<file path="config.mk">
export PLATFORM = sky130hd
export DESIGN_NAME = jps_queue
export DESIGN_NICKNAME = d
export VERILOG_FILES = /design/src/sv/jps_queue.sv
export SDC_FILE = /design/constraint.sdc
export NUM_CORES = 1
export LEC_CHECK = 0
export ABC_AREA = 1
export CAP_MARGIN = 20
export CORE_MARGIN = 4
export CORE_UTILIZATION = 55
export DETAILED_ROUTE_END_ITERATION = 10
export DONT_BUFFER_PORTS = 1
export PLACE_DENSITY = 0.7
export SLEW_MARGIN = 20
export SYNTH_ARGS = -nofsm -noshare
export SYNTH_HDL_FRONTEND = slang
export SYNTH_SLANG_ARGS = --single-unit
</file>
<file path="constraint.sdc">
create_clock -name clk -period 3.8 [get_ports clk]
set_input_delay 0 -clock clk [delete_from_list [all_inputs] [get_ports clk]]
set_output_delay 0 -clock clk [all_outputs]
set_load 0.02 [all_outputs]
</file>
<file path="src/sv/jps_queue.sv">
// ----------------------------------------------------------------------------
// jps_queue
// Small register FIFO with occupancy count, used between front and back and
// as the result buffer.
// ----------------------------------------------------------------------------
`timescale 1ns / 1ps
`default_nettype none

module jps_queue #(
  parameter int WIDTH = 8,
  parameter int DEPTH = 2
) (
  input  wire logic                       clk,
  input  wire logic                       rst,
  input  wire logic                       push,
  input  wire logic [WIDTH-1:0]           wdata,
  input  wire logic                       pop,
  output logic      [WIDTH-1:0]           rdata,
  output logic                            empty,
  output logic                            full,
  output logic [$clog2(DEPTH+1)-1:0]      count
);

  localparam int PW = (DEPTH > 1) ? $clog2(DEPTH) : 1;
  localparam int CW = $clog2(DEPTH + 1);

  logic [WIDTH-1:0] mem [DEPTH];
  logic [PW-1:0]    wptr;
  logic [PW-1:0]    rptr;
  logic             do_push;
  logic             do_pop;

  assign empty   = (count == '0);
  assign full    = (count == CW'(DEPTH));
  assign do_push = push && !full;
  assign do_pop  = pop && !empty;
  assign rdata   = mem[rptr];

  always_ff @(posedge clk) begin
    if (rst) begin
      wptr  <= '0;
      rptr  <= '0;
      count <= '0;
    end else begin
      if (do_push) begin
        wptr <= (wptr == PW'(DEPTH - 1)) ? '0 : wptr + PW'(1);
      end
      if (do_pop) begin
        rptr <= (rptr == PW'(DEPTH - 1)) ? '0 : rptr + PW'(1);
      end
      if (do_push && !do_pop) begin
        count <= count + CW'(1);
      end else if (do_pop && !do_push) begin
        count <= count - CW'(1);
      end
    end
  end

  always_ff @(posedge clk) begin
    if (do_push) begin
      mem[wptr] <= wdata;
    end
  end

endmodule

`default_nettype wire

</file>
# Yosys cells after proc, flatten, opt, wreduce, memory -nomap -nowiden
# Memory sizes are Yosys's and may differ from the RTL's. A register that Yosys moved wholly into a read port is not among the register bits.
# Cells that the tools add are included.
dict set report totals {
  register_bits 4
  latchBits 0
  mem_bits_rw 16
  mem_bits_ro 0
  in_bits 12
  output_inout_bits 12
  wordCells 27
  mem_count 1
}
dict set report classes {
  n_addsub 4
  mul 0
  n_div 0
  magnitude_cmp 0
  eq_ne 1
  shift 0
  muxes 8
  n_bitwise 0
  n_reduce_logical 10
}
# memory words width read_ports rd_ports_with_merged_regs wr line_no
set mem_list {}
lappend mem_list {mem 2 8 1 1 1 27} ;# logic [WIDTH-1:0] mem [DEPTH];
# operator n
set ops {}
lappend ops {{1-bit two-way mux} 6}
lappend ops {{1-bit logical AND} 4}
lappend ops {{1-bit zero test} 4}
lappend ops {{2-bit two-way mux} 2}
lappend ops {{1-bit adder (second input constant)} 2}
lappend ops {{2-bit by 1-bit adder with 2-bit output (second input constant)} 1}
lappend ops {{2-bit equality test (second input constant)} 1}
lappend ops {{2-bit zero test} 1}
lappend ops {{2-bit nonzero test} 1}
lappend ops {{2-bit by 1-bit subtractor with 2-bit output (second input constant)} 1}

# Logic depth before layout (Yosys ltp)
# Gate-level depths: netlist of run 1.
dict set report logic_depth {
  ltp_word 7
  ltp_mapped 10
}

# Worst setup path before layout of run 1
# OpenSTA, ideal clock, no wires.
dict set report synth_path {
  kind {register -> register}
  start {register count[1]}
  end {register count[1]}
  setup_ns 0.064
  arrival_time_ns 1.427
  required_ns 3.736
  slack_ns 2.309
  path_stages_with_launch 10
  path_buffers 0
  path_cell_list {dfxtp_1 -> inv_1 -> o21ai_2 -> inv_2 -> ha_1 -> inv_1 -> nand3_1 -> nand2_1 -> inv_1 -> nor2_1}
}
dict set report synth_between {
  elab_chain_cells 6
  elab_cells_between_ends 15
  classes_between {add/sub (2); eq/ne (1); mux (2); reduce/logical (10)}
}
# item line_no
set synth_lines {}
lappend synth_lines {{from (decl)} 21} ;# output logic [$clog2(DEPTH+1)-1:0] count
lappend synth_lines {{from (signal assigned)} 52} ;# count <= count + CW'(1);
lappend synth_lines {{from (signal assigned)} 54} ;# count <= count - CW'(1);
lappend synth_lines {{2-bit equality test *} 34} ;# assign full = (count == CW'(DEPTH));
lappend synth_lines {{1-bit zero test *} 35} ;# assign do_push = push && !full;
lappend synth_lines {{1-bit logical AND *} 35}
lappend synth_lines {{net do_push} 30} ;# logic do_push;
lappend synth_lines {{1-bit zero test} 53} ;# end else if (do_pop && !do_push) begin
lappend synth_lines {{1-bit logical AND} 53}
lappend synth_lines {{2-bit nonzero test (no line)} --}
# The timed path passes the listed nets; every way through them passes the cells marked *. The select of a mux whose other input is x is not followed.
# A chain may end at the register's enable or synchronous reset.

# Final worst setup path of run 1
dict set report layout_path {
  start {register count[0]}
  end {memory mem[0][3] (enable)}
}
dict set report layout_between {
  elab_chain_cells 5
}
# item line_no
set layout_lines {}
lappend layout_lines {{2-bit equality test} 34}
lappend layout_lines {{1-bit zero test} 35}
lappend layout_lines {{1-bit logical AND} 35}
lappend layout_lines {{1-bit two-way mux} 60} ;# if (do_push) begin
lappend layout_lines {{1-bit two-way mux (implied by the code)} 61} ;# mem[wptr] <= wdata;
lappend layout_lines {{to (decl)} 27}
# No other way between the ends.

==> results of run 1 <==
## area by class of cell
cell class              instances  share of cell area (%)
flip-flops and latches         21                    59.3
clock buffers                   3                    2.30
clock inverters                 1                   0.511
repair buffers                 11                    11.2
multi-input cells              31                    21.3
well taps                      15                    1.92
inverters                       9                    3.45
## sequential cells by signal (all words and copies together) (netlist names), named ones only
| signal | cells |
|---|---|
| rptr | 1 |
| count | 2 |
| mem | 16 |
| wptr | 1 |
## power breakdown
part           switching (W)  internal [W]
clock              0.0000631     0.0000392
combinational       0.000120     0.0000688
sequential         0.0000487      0.000293
total               0.000232      0.000401
## logic make-up (layout without fill, tap and decap cells)
family	after synthesis	count (layout)
simple gates	16	16
flops	21	21
fa+ha+maj	1	1
compound gates	6	6
buf+inv	10	24
mux	8	8
## per-stage QoR
stage                     setup slack, ns  instance area (um2)  power (W)  util [%]  hold slack, ns
after floorplan                      2.31                  828   0.000500         -          0.0989
after global placement               2.14                  842   0.000521      61.6          0.0990
after detailed placement             2.11                  842   0.000526      61.6          0.0990
after CTS                            2.08                  980   0.000637      71.7           0.351
after global routing                 1.97                  980   0.000676      71.7           0.323
final                                2.09                  980   0.000633      71.7           0.358
## placed cells by master, fill, tap and decap left out, drive strengths merged
master       netlist  final
nand4              1      1
mux2               8      8
ha                 1      1
nor2               9      9
dfxtp              5      5
nand2              4      4
and2               1      1
nand3              1      1
inv                9      9
dlygate4sd3        0     11
clkbuf             0      3
edfxtp            16     16
a21oi              1      1
o21ai              5      5
clkinv             0      1
## worst max-delay path, cell delays in order, from the launching register on
cell,delay [ns]
dfxtp_1,0.65
o21ai_2,0.16
nor2_1,0.54
## path summary, 6_finish.rpt
kind | to | cells past startpoint
max | mem[0][3] | 2
min | mem[0][0] | 1
max reg2reg | mem[0][3] | 2
min reg2reg | wptr | 2
## routing by layer
layer  routed length, um  vias up
met5                   0        -
met3                 100        0
li1                    -      238
met2                 640       19
met1                 583      222
met4                   0        0
==> flow_summary.ini, run 1 <==
[logic_synthesis]
synth-seq-area-share_pct = 70.1
synthTopCellsByArea = edfxtp_1 (58%), dfxtp_1 (12%), mux2_2 (11%)
yosys.area.top_type = edfxtp_1
muxShareOfSynthArea_pct = 10.9
synth.most_common_cell = edfxtp_1
synth-simple-area-share_pct = 8.31
synth_edf_count = 16
ys_warn_count = 0
synth_compound_area_share_pct = 4.53
ys_types = 16
syn_area_per_cell_um2 = 13.4
syn_nets = 75
synth_top_family_by_area = multiplexers
async_reset_ff_share_pct = 0
synthAdderAreaFrac_pct = 1.51
netlist_top_cells_count = edfxtp_1 (16), nor2_1 (9), mux2_2 (8)
synth_top_cell_area_share_pct = 58.0
yosys.area_share.xor_xnor_pct = 0
synth-seq-cells = 21
postSynthCellCount = 62
syn-cell-area_um2 = 828
synth_ff_type = edfxtp_1

[clocking]
cts_tree = yes
postCtsHoldBufs = 11
clockBufferDepth = 2
ctsResizeCount = 0
postCtsSetupBuffers = 0
cts.sinks = 21
insertion_delay_ns = 0.30
cts_buffers = 3
cts.clk_slew.worst_paths_ns = 0.12
htree_levels = 1
cts_root_buf = clkbuf_4

[timing]
timing.final.crit_share_pct = 45.1
slew_headroom_pct = 55.5
worst_pin_slew_ns = 0.665
fin_setup_tns_ns = 0
setup_viol = 0
rsz0062_at_grt = no
timing.fmax_ghz = 0.583
drv_slew = 0
hold_viol_final = 0
fin_crit_ns = 1.71
fin_worst_skew_ns = 0.0131

[global_routing]
grt_util_met1_pct = 15.8
grt_pass1_vias = 471
grt_overflow = 0
use_met2_pct = 21.1
grt_first_pass_wirelength_um = 1980
grt_max_degree = 13
grt_use_met3_pct = 5.36
grt_busiest_layer = met2
antenna_found_initial = 0
grt_usage_pct = 13.4

[die]
start_util_pct = 60.6
coreArea_mm2 = 0.00137
ios = 24
die_area_mm2 = 0.00219
die_y_um = 46.8
rows = 13
die_x_um = 46.8

[status]
status = complete, no violations

[placed_design]
dp.cells = 76
place_hpwl_um = 930
routabilityCongestion = 0.682
portBuffers = 0

[detailed_routing]
drt_iter0_drc = 24
wl_per_cell_um = 14.5
drt-vias-per-instance = 5.26
wl_um = 1320
final_antenna_net_count = 0
drtPass1Iterations = 3
route.detailed.drc = 0
via_count = 479

[cells_and_area]
syn2layout_area_growth_pct = 18.3
seqCellArea_um2 = 581
final_nets = 90
layout-drive-gt1-share_pct = 22.4
insertedDiodeCount = 0
fin_cells = 91
fillers = 94
multi_input_area_um2 = 209

[worst_setup_path]
cp-startpoint = count[0]
end_kind = flop
crit_required_ns = 3.73
cp.arrival_ns = 1.65
ff2ff_setup_slack_ns = 2.09
criticalPathCategory = flop to flop
startpoint_type = flop
r2r_start = count[0]
worstPathMaxFanout = 9

[min_path]
hold_path.class = input pin to flop
hold_start = wdata[0]

[pwr]
leakagePower_nw = 0.371
pwr_density_cell_mw_per_mm2 = 646
peakVddDrop_mv = 0.442

[flow_run]
cap_violations = 0
No activity file was read; power rests on OpenSTA's default activity.
==> run 2, diff against run 1 <==
==> constraint.sdc (replaced) <==
create_clock -name clk -period 1.76 [get_ports clk]
set_input_delay 0 -clock clk [delete_from_list [all_inputs] [get_ports clk]]
set_output_delay 0 -clock clk [all_outputs]
set_load 0.02 [all_outputs]
==> run 2 against run 1 <==
Against the previous run:
- cell count is 4.4% higher
- fmax grew 26%
- highest routed layer is now met4
- design area is 2.9% higher
- routed wire length down 3.5%
- clock power grew 110%
==> flow_summary.ini, run 2 (synthesis gave the netlist of run 1 again) <==
[die]
rows = 13
ios = 24
die_y_um = 46.8
coreArea_mm2 = 0.00137
die_x_um = 46.8
start_util_pct = 60.6
die_area_mm2 = 0.00219

[global_routing]
antenna_found_initial = 0
grt_overflow = 0
grt_pass1_vias = 481
grt_first_pass_wirelength_um = 1980
grt_max_degree = 12
grt_usage_pct = 13.0

[placed_design]
portBuffers = 0
placed_area_um2 = 872
place_hpwl_um = 940
routabilityCongestion = 0.656

[worst_setup_path]
max_stage_delay_ns = 0.35
cp.arrival_ns = 1.60
crit_top_cell = inv_1
r2r-end = count[1]
startpoint_type = flop
cp-startpoint = count[1]
crit_family = flip-flops
r2r_cells = 9
critPathSlowestCell = dfxtp_1
end_kind = flop
crit_required_ns = 2.00
ff2ff_setup_slack_ns = 0.40
criticalPathCategory = flop to flop
cp_cell_sequence = inv_1 -> o21ai_2 -> inv_2 -> ha_1 -> inv_1 -> nand3_1 -> nand2_1 -> inv_1 -> nor2_1
worstPathMaxFanout = 4
r2r_start = count[1]
critPathBufInv = 4

[flow_run]
cap_violations = 0

[detailed_routing]
route.detailed.drc = 0
drt-vias-per-instance = 5.19
drt_iter0_drc = 7
via_count = 493
drtPass1Iterations = 3
wl_per_cell_um = 13.4
wl_um = 1280
final_antenna_net_count = 0

[clocking]
clockBufferDepth = 2
postCtsSetupBuffers = 0
htree_levels = 1
cts.sinks = 21
cts.clk_slew.worst_paths_ns = 0.11
insertion_delay_ns = 0.29
cts_tree = yes
cts_buffers = 3
cts_root_buf = clkbuf_4

[pwr]
pwr_density_cell_mw_per_mm2 = 1390
leakagePower_nw = 0.389
peakVddDrop_mv = 0.885
total_power_w = 0.00140

[timing]
timing.fmax_ghz = 0.736
timing.final.crit_share_pct = 77.2
hold_viol_final = 0
fin_crit_ns = 1.36
fin_setup_tns_ns = 0
drv_slew = 0
rsz0062_at_grt = no
fin_worst_skew_ns = 0.00798
worst_pin_slew_ns = 0.375
slew_headroom_pct = 74.9
setup_viol = 0

[cells_and_area]
fillers = 93
reg_top3 = mem (16), count (2)
stdcell_area_mm2 = 0.00101
layout_commonest_cell = edfxtp_1
layout-drive-gt1-share_pct = 25.0
most-common-layout-cells = edfxtp_1 (16), dlygate4sd3_1 (11), nor2_1 (9)
final_nets = 94
largest-register = mem
largest_register_ffs = 16
syn2layout_area_growth_pct = 21.8
insertedDiodeCount = 0

[min_path]
hold_end = mem[1][1]
min_path_cells = 1
hold_path.class = input pin to flop
hold_start = wdata[1]

[status]
status = complete, no violations
[run 2: cell types whose count changed in the layout (fill, tap and decap cells not counted)]
cell	before	now
buf_4	0	4
clkinv_2	1	0
clkbuf_1	0	1
[run 2: how the worst max path moves through the flow]
stage,slack [ns],cells past startpoint,endpoint
6_report,0.40,9,count[1]
5_1_grt,0.29,9,count[1]
4_1_cts,0.39,9,count[1]
3_5_place_dp,0.42,9,count[1]
3_3_place_gp,0.45,9,count[1]
2_1_floorplan,0.27,9,count[1]
[run 2: report_power, final]
group / switching, W / internal (W) / leakage, nW
clock network: 0.000127 / 0.0000880 / 0.0150
registers: 0.0000509 / 0.000632 / 0.191
logic: 0.000318 / 0.000186 / 0.183
total: 0.000496 / 0.000906 / 0.389
[run 2: area by class of cell]
cell class / count / area, um2 / share of cell area [%]
Tap cell: 15 / 18.8 / 1.86
Clock buffer: 4 / 26.3 / 2.61
Inverter: 9 / 33.8 / 3.35
Sequential cell: 21 / 581 / 57.6
Timing Repair Buffer: 15 / 140 / 13.9
Multi-Input combinational cell: 31 / 209 / 20.7
[run 2: through the flow]
| stage | cells | hold slack [ns] | util (%) | worst slack (ns) |
|---|---|---|---|---|
| 2_1_floorplan | 62 | 0.0989 | - | 0.269 |
| 3_3_place_gp | 80 | 0.0990 | 63.8 | 0.453 |
| 3_5_place_dp | 80 | 0.0990 | 63.8 | 0.415 |
| 4_1_cts | 95 | 0.355 | 73.8 | 0.392 |
| 5_1_grt | 95 | 0.345 | 73.8 | 0.292 |
| 6_report | 95 | 0.362 | 73.8 | 0.401 |
[run 2: what timing repair did]
action                    CTS  global route
gates resized for setup     0             0
hold endpoints to repair   21             0
hold buffers               11             0
[run 2: layer usage]
| layer | global-route usage, % | part of all wire [%] | up-vias |
|---|---|---|---|
| li1 | - | - | 247 |
| met1 | 14.3 | 40 | 227 |
| met2 | 22.0 | 51 | 17 |
| met3 | 4.60 | 8.1 | 2 |
| met4 | 6.63 | 0.78 | 0 |
| met5 | 0 | 0 | - |
